## config.mk

```make
export PLATFORM = sky130hd
export DESIGN_NAME = ps2_mouse_packet_decoder_flat
export DESIGN_NICKNAME = d
export VERILOG_FILES = /design/src/design/ps2md_pkg.sv /design/src/design/ps2md_byte_if.sv /design/src/design/ps2md_event_if.sv /design/src/design/ps2md_front.sv /design/src/design/ps2md_queue.sv /design/src/design/ps2md_back.sv /design/src/design/ps2_mouse_packet_decoder.sv /design/src/flat_wrapper.sv
export VERILOG_INCLUDE_DIRS = /design/src /design/src/design
export SDC_FILE = /design/constraint.sdc
export NUM_CORES = 1
export LEC_CHECK = 0
export ABC_AREA = 1
export BUFFER_PORTS_ARGS = -buffer_cell sky130_fd_sc_hd__buf_4
export CAP_MARGIN = 20
export CORE_ASPECT_RATIO = 0.75
export CORE_UTILIZATION = 50
export DETAILED_ROUTE_END_ITERATION = 10
export PLACE_DENSITY = 0.69
export SETUP_SLACK_MARGIN = 0.02
export SYNTH_ARGS = -nofsm -noshare
export SYNTH_HDL_FRONTEND = slang
export SYNTH_SLANG_ARGS = --single-unit
```

## constraint.sdc

```tcl
create_clock -name clk -period 5.4 [get_ports clk]
set_input_delay 1.35 -clock clk [delete_from_list [all_inputs] [get_ports clk]]
set_output_delay 1.35 -clock clk [all_outputs]
set_load 0.05 [all_outputs]
```

## src/design/ps2_mouse_packet_decoder_macros.svh

```systemverilog
// ----------------------------------------------------------------------------
// PS/2 mouse packet decoder assertion macros
// Shared concurrent assertion forms, clocked on clk and held off in reset.
// ----------------------------------------------------------------------------
`ifndef PS2_MOUSE_PACKET_DECODER_MACROS_SVH
`define PS2_MOUSE_PACKET_DECODER_MACROS_SVH

// Same-cycle implication.
`define PS2MD_ASSERT_NOW(lbl, ante, cons, msg) \
  lbl: assert property (@(posedge clk) disable iff (!rst_n) (ante) |-> (cons)) \
    else $error(msg);

// Next-cycle implication.
`define PS2MD_ASSERT_NEXT(lbl, ante, cons, msg) \
  lbl: assert property (@(posedge clk) disable iff (!rst_n) (ante) |=> (cons)) \
    else $error(msg);

`endif

```

## src/design/ps2md_pkg.sv

```systemverilog
// ----------------------------------------------------------------------------
// ps2md_pkg
// Types and constants shared by the PS/2 mouse packet decoder.
// ----------------------------------------------------------------------------
package ps2md_pkg;

  localparam int unsigned BYTE_W = 8;

  // Header bit positions
  localparam int unsigned HDR_SYNC_BIT = 3;
  localparam int unsigned HDR_XSIGN_BIT = 4;
  localparam int unsigned HDR_YSIGN_BIT = 5;

  // Event kinds
  localparam logic [2:0] EV_IGNORE = 3'd0;
  localparam logic [2:0] EV_DOWN   = 3'd1;
  localparam logic [2:0] EV_UP     = 3'd2;
  localparam logic [2:0] EV_MOVE   = 3'd3;
  localparam logic [2:0] EV_SCROLL = 3'd4;

  // One complete packet as handed from the front to the back
  typedef struct packed {
    logic [BYTE_W-1:0] header;
    logic [BYTE_W-1:0] x_raw;
    logic [BYTE_W-1:0] y_raw;
    logic [BYTE_W-1:0] scroll_raw;
  } pkt_t;

endpackage

```

## src/design/ps2md_byte_if.sv

```systemverilog
// ----------------------------------------------------------------------------
// ps2md_byte_if
// Valid/ready channel carrying one mouse byte per transaction.
// ----------------------------------------------------------------------------
interface ps2md_byte_if import ps2md_pkg::*; ();
  logic              valid;
  logic              ready;
  logic [BYTE_W-1:0] data_byte;

  modport source (output valid, output data_byte, input ready);
  modport sink   (input valid, input data_byte, output ready);
endinterface

```

## src/design/ps2md_event_if.sv

```systemverilog
// ----------------------------------------------------------------------------
// ps2md_event_if
// Valid/ready channel carrying one decoded mouse event per transaction.
// ----------------------------------------------------------------------------
interface ps2md_event_if ();
  logic              valid;
  logic              ready;
  logic [2:0]        event_kind;
  logic signed [8:0] delta_x;
  logic signed [8:0] delta_y;
  logic signed [7:0] scroll_y;
  logic [2:0]        button_mask;

  modport source (output valid, output event_kind, output delta_x, output delta_y,
                  output scroll_y, output button_mask, input ready);
  modport sink   (input valid, input event_kind, input delta_x, input delta_y,
                  input scroll_y, input button_mask, output ready);
endinterface

```

## src/design/ps2md_front.sv

```systemverilog
// ----------------------------------------------------------------------------
// ps2md_front
// Byte framing: tracks the packet phase, collects header, X, Y and scroll
// bytes, and pushes a complete packet to the queue.
// ----------------------------------------------------------------------------
module ps2md_front import ps2md_pkg::*; (
  input  logic clk,
  input  logic rst_n,
  input  logic cfg_we,
  input  logic cfg_wdata,
  ps2md_byte_if.sink in_byte,
  output pkt_t push_pkt,
  output logic push,
  input  logic push_ready
);

  localparam logic [1:0] PH_HDR = 2'd0;
  localparam logic [1:0] PH_X   = 2'd1;
  localparam logic [1:0] PH_Y   = 2'd2;
  localparam logic [1:0] PH_SCR = 2'd3;

  logic [1:0]        phase_r, phase_nxt;
  logic              wheel_r;
  logic [BYTE_W-1:0] header_r, x_r, y_r;
  logic              completes;
  logic              accept;

  // Last byte of a packet needs queue space; other bytes never wait
  assign completes = (phase_r == PH_SCR) || ((phase_r == PH_Y) && !wheel_r);
  assign in_byte.ready = push_ready || !completes;
  assign accept = in_byte.valid && in_byte.ready;
  assign push = accept && completes;

  always_comb begin
    push_pkt.header = header_r;
    push_pkt.x_raw = x_r;
    push_pkt.y_raw = (phase_r == PH_Y) ? in_byte.data_byte : y_r;
    push_pkt.scroll_raw = (phase_r == PH_SCR && wheel_r) ? in_byte.data_byte
                                                         : {BYTE_W{1'b0}};
  end

  always_comb begin
    phase_nxt = phase_r;
    case (phase_r)
      PH_HDR: begin
        if (in_byte.data_byte[HDR_SYNC_BIT]) phase_nxt = PH_X;
      end
      PH_X: phase_nxt = PH_Y;
      PH_Y: phase_nxt = wheel_r ? PH_SCR : PH_HDR;
      PH_SCR: phase_nxt = PH_HDR;
      default: phase_nxt = PH_HDR;
    endcase
  end

  always_ff @(posedge clk) begin
    if (!rst_n) begin
      phase_r <= PH_HDR;
      wheel_r <= 1'b0;
      header_r <= '0;
      x_r <= '0;
      y_r <= '0;
    end else begin
      if (cfg_we) wheel_r <= cfg_wdata;
      if (accept) begin
        phase_r <= phase_nxt;
        case (phase_r)
          PH_HDR: header_r <= in_byte.data_byte;
          PH_X: x_r <= in_byte.data_byte;
          PH_Y: y_r <= in_byte.data_byte;
          default: ;
        endcase
      end
    end
  end

endmodule

```

## src/design/ps2md_queue.sv

```systemverilog
// ----------------------------------------------------------------------------
// ps2md_queue
// Two-entry packet queue between the framing front and the event back.
// ----------------------------------------------------------------------------
`include "ps2_mouse_packet_decoder_macros.svh"

module ps2md_queue import ps2md_pkg::*; (
  input  logic clk,
  input  logic rst_n,
  input  pkt_t push_pkt,
  input  logic push,
  output logic push_ready,
  output pkt_t head_pkt,
  output logic head_valid,
  input  logic pop
);

  pkt_t       mem_r [2];
  logic       wr_ptr_r, rd_ptr_r;
  logic [1:0] cnt_r, cnt_nxt;

  assign push_ready = (cnt_r != 2'd2);
  assign head_valid = (cnt_r != 2'd0);
  assign head_pkt = mem_r[rd_ptr_r];

  always_comb begin
    cnt_nxt = cnt_r;
    if (push && !pop) cnt_nxt = cnt_r + 2'd1;
    else if (pop && !push) cnt_nxt = cnt_r - 2'd1;
  end

  always_ff @(posedge clk) begin
    if (push) mem_r[wr_ptr_r] <= push_pkt;
  end

  always_ff @(posedge clk) begin
    if (!rst_n) begin
      wr_ptr_r <= 1'b0;
      rd_ptr_r <= 1'b0;
      cnt_r <= 2'd0;
    end else begin
      if (push) wr_ptr_r <= !wr_ptr_r;
      if (pop) rd_ptr_r <= !rd_ptr_r;
      cnt_r <= cnt_nxt;
    end
  end

  `PS2MD_ASSERT_NOW(a_no_overflow, push, cnt_r != 2'd2, "packet pushed into full queue")
  `PS2MD_ASSERT_NOW(a_no_underflow, pop, cnt_r != 2'd0, "packet popped from empty queue")
  `PS2MD_ASSERT_NOW(a_ptr_match, cnt_r == 2'd1 || cnt_r == 2'd0 || cnt_r == 2'd2,
                    (cnt_r == 2'd1) == (wr_ptr_r != rd_ptr_r), "queue pointers and count disagree")

endmodule

```

## src/design/ps2md_back.sv

```systemverilog
// ----------------------------------------------------------------------------
// ps2md_back
// Event builder: sign-extends the movement, classifies the button change
// against the previous packet and holds the result in an output register.
// ----------------------------------------------------------------------------
`include "ps2_mouse_packet_decoder_macros.svh"

module ps2md_back import ps2md_pkg::*; (
  input  logic clk,
  input  logic rst_n,
  input  pkt_t head_pkt,
  input  logic head_valid,
  output logic pop,
  ps2md_event_if.source out_event
);

  logic              valid_r;
  logic [2:0]        kind_r, kind_nxt;
  logic signed [8:0] dx_r, dx_nxt;
  logic signed [8:0] dy_r, dy_nxt;
  logic signed [7:0] sc_r;
  logic [2:0]        btn_r, btn_nxt;
  logic [2:0]        last_btn_r;
  logic [8:0]        y_ext;

  assign pop = head_valid && (!valid_r || out_event.ready);

  always_comb begin
    // a zero byte stays zero whatever its sign bit says
    dx_nxt = {head_pkt.header[HDR_XSIGN_BIT] && (head_pkt.x_raw != '0), head_pkt.x_raw};
    y_ext = {head_pkt.header[HDR_YSIGN_BIT] && (head_pkt.y_raw != '0), head_pkt.y_raw};
    dy_nxt = 9'sd0 - $signed(y_ext);
    btn_nxt = head_pkt.header[2:0];
    if (btn_nxt > last_btn_r) kind_nxt = EV_DOWN;
    else if (btn_nxt < last_btn_r) kind_nxt = EV_UP;
    else if (dx_nxt != 9'sd0 || dy_nxt != 9'sd0) kind_nxt = EV_MOVE;
    else if (head_pkt.scroll_raw != '0) kind_nxt = EV_SCROLL;
    else kind_nxt = EV_IGNORE;
  end

  always_ff @(posedge clk) begin
    if (pop) begin
      kind_r <= kind_nxt;
      dx_r <= dx_nxt;
      dy_r <= dy_nxt;
      sc_r <= $signed(head_pkt.scroll_raw);
      btn_r <= btn_nxt;
    end
  end

  always_ff @(posedge clk) begin
    if (!rst_n) begin
      valid_r <= 1'b0;
      last_btn_r <= 3'd0;
    end else begin
      if (pop) begin
        valid_r <= 1'b1;
        last_btn_r <= btn_nxt;
      end else if (out_event.ready) begin
        valid_r <= 1'b0;
      end
    end
  end

  assign out_event.valid = valid_r;
  assign out_event.event_kind = kind_r;
  assign out_event.delta_x = dx_r;
  assign out_event.delta_y = dy_r;
  assign out_event.scroll_y = sc_r;
  assign out_event.button_mask = btn_r;

  `PS2MD_ASSERT_NOW(a_down_has_button, valid_r && kind_r == EV_DOWN, btn_r != 3'd0,
                    "button-down event with empty mask")
  `PS2MD_ASSERT_NOW(a_move_nonzero, valid_r && kind_r == EV_MOVE,
                    dx_r != 9'sd0 || dy_r != 9'sd0, "move event without movement")
  `PS2MD_ASSERT_NEXT(a_last_tracks_out, pop, last_btn_r == btn_r,
                     "previous mask not updated with issued event")

endmodule

```

## src/design/ps2_mouse_packet_decoder.sv

```systemverilog
// ----------------------------------------------------------------------------
// ps2_mouse_packet_decoder
// Frames PS/2 mouse bytes into packets and issues one decoded event each.
// ----------------------------------------------------------------------------
// One mouse byte is taken per clock unless a final byte waits on a full
// queue. A packet is a header with bit 3 set, then X and Y, plus a scroll
// byte when cfg wheel mode is set (sampled when Y arrives). The final byte
// of a packet emits an event after passing a two-entry packet queue and the
// output register; the final byte waits only when that queue is full, other
// bytes never wait. Change wheel mode only between packets' results.
module ps2_mouse_packet_decoder import ps2md_pkg::*; (
  input  logic clk,
  input  logic rst_n,
  input  logic cfg_we,
  input  logic cfg_wdata,
  ps2md_byte_if.sink in_byte,
  ps2md_event_if.source out_event
);

  pkt_t push_pkt, head_pkt;
  logic push, push_ready, head_valid, pop;

  ps2md_front u_front (
    .clk(clk), .rst_n(rst_n),
    .cfg_we(cfg_we), .cfg_wdata(cfg_wdata),
    .in_byte(in_byte),
    .push_pkt(push_pkt), .push(push), .push_ready(push_ready)
  );

  ps2md_queue u_queue (
    .clk(clk), .rst_n(rst_n),
    .push_pkt(push_pkt), .push(push), .push_ready(push_ready),
    .head_pkt(head_pkt), .head_valid(head_valid), .pop(pop)
  );

  ps2md_back u_back (
    .clk(clk), .rst_n(rst_n),
    .head_pkt(head_pkt), .head_valid(head_valid), .pop(pop),
    .out_event(out_event)
  );

endmodule

```

## src/flat_wrapper.sv

```systemverilog
// flat-port wrapper written by rule: the top's interface ports become plain ports
module ps2_mouse_packet_decoder_flat import ps2md_pkg::*;
  (clk, rst_n, cfg_we, cfg_wdata, in_byte_valid, in_byte_data_byte, in_byte_ready, out_event_valid, out_event_event_kind, out_event_delta_x, out_event_delta_y, out_event_scroll_y, out_event_button_mask, out_event_ready);
  ps2md_byte_if in_byte_i ();
  ps2md_event_if out_event_i ();
  input  logic clk;
  input  logic rst_n;
  input  logic cfg_we;
  input  logic cfg_wdata;
  input wire logic [$bits(in_byte_i.valid)-1:0] in_byte_valid;
  input wire logic [$bits(in_byte_i.data_byte)-1:0] in_byte_data_byte;
  output wire logic [$bits(in_byte_i.ready)-1:0] in_byte_ready;
  output wire logic [$bits(out_event_i.valid)-1:0] out_event_valid;
  output wire logic [$bits(out_event_i.event_kind)-1:0] out_event_event_kind;
  output wire logic [$bits(out_event_i.delta_x)-1:0] out_event_delta_x;
  output wire logic [$bits(out_event_i.delta_y)-1:0] out_event_delta_y;
  output wire logic [$bits(out_event_i.scroll_y)-1:0] out_event_scroll_y;
  output wire logic [$bits(out_event_i.button_mask)-1:0] out_event_button_mask;
  input wire logic [$bits(out_event_i.ready)-1:0] out_event_ready;
  assign in_byte_i.valid = in_byte_valid;
  assign in_byte_i.data_byte = in_byte_data_byte;
  assign in_byte_ready = in_byte_i.ready;
  assign out_event_valid = out_event_i.valid;
  assign out_event_event_kind = out_event_i.event_kind;
  assign out_event_delta_x = out_event_i.delta_x;
  assign out_event_delta_y = out_event_i.delta_y;
  assign out_event_scroll_y = out_event_i.scroll_y;
  assign out_event_button_mask = out_event_i.button_mask;
  assign out_event_i.ready = out_event_ready;
  ps2_mouse_packet_decoder u_core (.clk(clk), .rst_n(rst_n), .cfg_we(cfg_we), .cfg_wdata(cfg_wdata), .in_byte(in_byte_i), .out_event(out_event_i));
endmodule
```

Yosys cells after proc, flatten, opt, wreduce, memory -nomap -nowiden
Memories as Yosys holds them, arrays and structs flattened. A register that Yosys moved wholly into a read port is not among the register bits.
Index checks and enable logic that the tools add are counted.
{ "classes": {"add_sub_neg": 3, "multipliers": 0, "n_div": 0, "n_lt_le_gt_ge": 2, "eq_ne": 5, "shift": 0, "n_mux": 16, "bitwise_logic": 0, "n_reduce_logical": 33} }
{ "ops": {"columns": ["cell", "count"], "rows": [
  ["8-bit nonzero test", 3],
  ["9-bit nonzero test", 2],
  ["8-bit 2-to-1 mux", 2],
  ["2-bit 2-to-1 mux", 6],
  ["1-bit logical AND", 9],
  ["1-bit by 9-bit subtractor with 9-bit output (first input constant)", 1],
  ["2-bit case mux with 4 select lines", 1],
  ["1-bit zero test", 7],
  ["1-bit 2-to-1 mux", 6],
  ["2-bit AND reduction", 3],
  ["2-bit nonzero test", 3],
  ["2-bit equality test (second input constant)", 2],
  ["1-bit logical OR", 4],
  ["2-bit != test (second input constant)", 2],
  ["3-bit > comparator", 1],
  ["3-bit < comparator", 1],
  ["3-bit 2-to-1 mux", 1],
  ["3-bit OR reduction", 1],
  ["2-bit by 1-bit adder with 2-bit output (second input constant)", 1],
  ["2-bit by 1-bit equality test with 1-bit output (second input constant)", 1],
  ["2-bit zero test", 1],
  ["2-bit by 1-bit subtractor with 2-bit output (second input constant)", 1]
]} }
{ "totals": {"register_bits": 67, "latchBits": 0, "ramBits": 64, "rom_bits": 0, "in_bits": 14, "output_inout_bits": 34, "wordCells": 76, "mem_count": 1} }
{ "memory_table": {"columns": ["name", "words", "word_bits", "rd", "rd_ports_with_merged_regs", "write_ports", "line_no", "rtl"], "rows": [
  ["u_core.u_queue.mem_r", 2, 32, 1, 1, 1, "ps2md_queue.sv:18", "pkt_t mem_r [2];"]
]} }

Longest topological paths before layout
{ "logic_depth": {"depth_word": 11, "ltp_mapped": 15, "ltp_nobuf": 15} }

Modules after synthesis
A second synthesis with hierarchy kept.
{ "unflattened": {"hier_cells": 512, "area_unflattened_um2": 5685.5} }
{ "by_module_without_submodules": {"columns": ["module", "instances", "cells_per_inst", "area_each_um2"], "rows": [
  ["ps2md_queue", 1, 135, 2693.8],
  ["ps2md_back", 1, 129, 1496.4],
  ["ps2md_front", 1, 248, 1495.2]
]} }

Worst setup path before layout
Ideal clock, no wire load.
{ "synth_path": {"kind": "input to register", "from": "in out_event_ready", "to": "reg u_core.u_queue.cnt_r[1]", "t_arrival_ps": 4344, "path_slack_ps": 934, "cell_stages": 8, "path_buffers": 0, "cell_sequence": "nor2_1 -> a21oi_1 -> inv_1 -> ha_1 -> a21oi_1 -> o21ai_0 -> o21ai_0 -> a21oi_1"} }
{ "synth_via": {"elab_chain_cells": 5} }
{ "synth_rtl": {"columns": ["item", "line_no", "rtl"], "rows": [
  ["start, declared", "flat_wrapper.sv:19", "input wire logic [$bits(out_event_i.ready)-1:0] out_event_ready;"],
  ["1-bit logical OR (*)", "ps2md_back.sv:26", "assign pop = head_valid && (!valid_r || out_event.ready);"],
  ["1-bit logical AND (*)", "ps2md_back.sv:26", null],
  ["via u_core.pop", "ps2_mouse_packet_decoder.sv:21", "logic push, push_ready, head_valid, pop;"],
  ["1-bit zero test", "ps2md_queue.sv:28", "if (push && !pop) cnt_nxt = cnt_r + 2'd1;"],
  ["1-bit logical AND", "ps2md_queue.sv:28", null],
  ["2-bit 2-to-1 mux / 2-bit nonzero test (equally long branches)", null, null],
  ["end signal, assigned", "ps2md_queue.sv:44", "cnt_r <= cnt_nxt;"],
  ["end, declared", "ps2md_queue.sv:20", "logic [1:0] cnt_r, cnt_nxt;"]
]} }
The timed path passes the listed nets; every way through them passes the cells marked *.
A chain may end at the register's enable or synchronous reset.

Worst setup path after layout
{ "layout_path": {"from": "reg u_core.u_front.phase_r[0]", "to": "out in_byte_ready"} }
{ "layout_via": {"elab_chain_cells": 5} }
{ "layout_rtl": {"columns": ["item", "line_no", "rtl"], "rows": [
  ["start, declared", "ps2md_front.sv:22", "logic [1:0] phase_r, phase_nxt;"],
  ["start signal, assigned", "ps2md_front.sv:65", "phase_r <= phase_nxt;"],
  ["2-bit equality test", "ps2md_front.sv:29", "assign completes = (phase_r == PH_SCR) || ((phase_r == PH_Y) && !wheel_r);"],
  ["1-bit logical AND", "ps2md_front.sv:29", null],
  ["1-bit logical OR (*)", "ps2md_front.sv:29", null],
  ["1-bit zero test (*)", "ps2md_front.sv:30", "assign in_byte.ready = push_ready || !completes;"],
  ["1-bit logical OR (*)", "ps2md_front.sv:30", null],
  ["end, declared", "flat_wrapper.sv:12", "output wire logic [$bits(in_byte_i.ready)-1:0] in_byte_ready;"]
]} }
Every way passes the cells marked *; elsewhere a longest branch is shown, timed or not.

==> impl_metrics.yaml <==
status:
  status: "completed"
placed_design:
  place.port_buffers: 47
  place_hpwl_um: 6400
  globalplace.congestion: 0.794
sta:
  hold_viol: 0
  fmax_mhz: 353
  holdWs_ns: 0.453
  slew_viol_final: 0
  rsz0062_at_grt: "no"
  fin_crit_sh_pct: 52.4
  fin_skew_ns: 0.00888
  fin_tns_setup_ns: 0
  setup_viol: 0
  worst_pin_slew_ns: 0.611
  finalCriticalPeriod_ns: 2.83
  maxSlewHeadroom_pct: 59.2
yosys:
  ys_types: 28
  syn_area_per_cell_um2: 10.2
  synth_nets: 517
  synth.cell_area_um2: 5060
  ys_seq_area_share_pct: 66.4
  synth-seq-cells: 123
  ys_warn_count: 0
  postSynthCellCount: 497
floorplanning:
  start_util_pct: 52.0
  coreArea_um2: 9740
  die_area_um2: 10500
  die_h_um: 89.2
  num_io_pins: 48
  die_width_um: 118
  row_count: 31
power:
  internal_power_uw: 2350
  cellPowerDensity_nw_per_um2: 606
  swShare_pct: 36.8
  p_seq_share_pct: 35.3
  comb_power_share_pct: 33.4
  p_sw_uw: 1370
  p_leak_uw: 0.00261
  clockPowerShare_pct: 31.3
  peakVddDrop_v: 0.000381
setup_path:
  cp.arrival_ns: 1.48
  reg2reg_depth: 15
  worst_ep_required_time_ns: 4.05
  reg2reg_slack_ns: 3.04
  critical_path_class: "flip-flop to output port"
  cp_max_fo: 4
  r2r-end: "u_core.u_back.out_event.event_kind[0]$_SDFFCE_PN1P_"
  end_kind: "output port"
  crit_path_start_kind: "flip-flop"
clock_tree:
  cts_resized: 0
  cts.sinks: 123
  cts_setup_buffers: 0
  cts_hold_buf: 0
  clk_pin_slew_worst_paths_ns: 0.06
  root_buffer: "clkbuf_16"
  htree_levels: 4
  numCtsBuffers: 17
  clock_latency_ns: 0.41
  cts_max_path_buffers: 2
  cts_tree: "built"
min_path:
  hp-class: "flip-flop to flip-flop"
  min-delay-start: "u_core.u_front.x_r[5]$_SDFFE_PN0P_"
  min_path_cells: 0
  min_to: "u_core.u_queue.mem_r[1][21]$_DFFE_PP_"
drt:
  viasPerCell: 4.81
  route.antenna.remaining_nets: 0
  drt_first_pass_iters: 5
  detail_route.wl_per_cell_um: 13.6
  drcViolationCount: 0
  num_vias: 3369
  drt_iter0_drc: 212
  totalWireLength_um: 9530
grt:
  grt_first_pass_wirelength_um: 15400
  antenna_found_initial: 0
  grt_pass1_vias: 3143
  track_usage_pct: 19.9
  globalRouteOverflowTotal: 0
  grt_max_degree: 40
final_layout:
  drive_gt1_share_pct: 17.9
  area_growth_pct: 21.4
  layout_common_cells: "130 x nand2_1, 90 x edfxtp_1, 69 x inv_1, 65 x nor2_1, 51 x buf_4"
  final_common_cell: "nand2_1"
  diodes: 0
  fill_cells: 758
  final_nets: 576
job:
  drv_cap: 0
worst max path at each step:
stage	endpoint	from	depth (start not counted)	slack, ns
after global routing	u_core.u_queue.cnt_r[1]$_SDFFE_PN0P_	out_event_ready	10	2.44
final	in_byte_ready	u_core.u_front.phase_r[0]$_SDFFE_PN0P_	4	2.57
after global placement	u_core.u_queue.cnt_r[1]$_SDFFE_PN0P_	out_event_ready	10	2.27
after CTS	in_byte_ready	u_core.u_front.phase_r[0]$_SDFFE_PN0P_	4	2.55
after detailed placement	u_core.u_queue.cnt_r[1]$_SDFFE_PN0P_	out_event_ready	10	2.26
after floorplan	u_core.u_queue.cnt_r[1]$_SDFFE_PN0P_	out_event_ready	8	0.93
through the flow:
| step | total power (uW) | instances | area, um2 | worst slack, ns | util [%] |
|---|---|---|---|---|---|
| final | 3720 | 701 | 6150 | 2.57 | 63.2 |
| after global routing | 3900 | 701 | 6150 | 2.44 | 63.2 |
| after CTS | 3750 | 701 | 6150 | 2.55 | 63.2 |
| after detailed placement | 2580 | 669 | 5530 | 2.26 | 56.8 |
| after global placement | 2560 | 669 | 5530 | 2.27 | 56.8 |
| after floorplan | 2260 | 497 | 5060 | 0.934 | - |
cells by family (layout without fill, tap and decap cells):
logic type                 count (synthesis)  count (layout)  synth area share, %
AOI/OAI and AO/OA                         64              64                 6.87
buffers and inverters                     83             155                 7.34
muxes                                      1               1                0.198
and+or+nand+nor                          220             220                 17.7
DFF                                      123             123                 66.4
adders and majority gates                  6               6                 1.48
synth_stat cells:
cell type	n	area, um2
inv_4	1	6.26
clkbuf_1	1	3.75
nand2_4	1	11.3
o21ai_1	2	10.0
dfxtp_1	33	661
a211oi_1	2	15.0
or2_2	1	6.26
nor4_1	2	12.5
nor2_4	1	11.3
ha_1	6	75.1
buf_6	5	56.3
nor2_1	67	251
inv_1	69	259
a21oi_2	3	26.3
inv_2	2	7.51
nand3_2	2	20.0
edfxtp_1	90	2700
mux2i_1	1	10.0
nand3_4	1	17.5
nand3_1	12	60.1
buf_2	3	15.0
o21ai_0	30	150
o21ai_2	3	26.3
nor2_2	3	18.8
buf_1	1	3.75
nand2_1	130	488
buf_12	1	20.0
a21oi_1	24	120
cell type report:
class | instances | area [um2] | share of cell area [%]
multi-input cells | 291 | 1350 | 21.9
well taps | 132 | 165 | 2.69
repair buffers | 51 | 383 | 6.23
clock inverters | 12 | 171 | 2.79
clock buffers | 20 | 447 | 7.26
inverters | 72 | 273 | 4.44
flip-flops and latches | 123 | 3360 | 54.7
critical path, cell delays in order (launching register included):
cell and delay (ns):
dfxtp_1 0.41, inv_1 0.13, a21oi_2 0.19, nand3_2 0.13, buf_4 0.21
layer usage:
metal | wire (um) | global-route usage, %
met3 | 567 | 7.72
met5 | 0 | 0
met2 | 4260 | 30.1
met1 | 4590 | 25.6
met4 | 114 | 9.32
flip-flops by register name, indices dropped and copies added (netlist names), named ones only:
name,count
u_core.u_back.last_btn_r,3
u_core.u_back.out_event.button_mask,3
u_core.u_back.out_event.delta_x,9
u_core.u_back.out_event.delta_y,9
u_core.u_back.out_event.event_kind,3
u_core.u_back.out_event.scroll_y,8
u_core.u_back.out_event.valid,1
u_core.u_front.header_r,5
u_core.u_front.phase_r,2
u_core.u_front.wheel_r,1
u_core.u_front.x_r,8
u_core.u_front.y_r,8
u_core.u_queue.cnt_r,2
u_core.u_queue.mem_r,58
u_core.u_queue.rd_ptr_r,1
u_core.u_queue.wr_ptr_r,1
power by group through the flow:
stage | Combinational (uW) | Sequential (uW) | Clock [uW]
finish | 1240 | 1320 | 1160
global route | 1350 | 1330 | 1220
CTS | 1250 | 1320 | 1180
detailed placement | 1250 | 1330 | 0
global placement | 1230 | 1330 | 0
floorplan | 499 | 1770 | 0
Note: power is estimated with default switching activity, not from simulation.
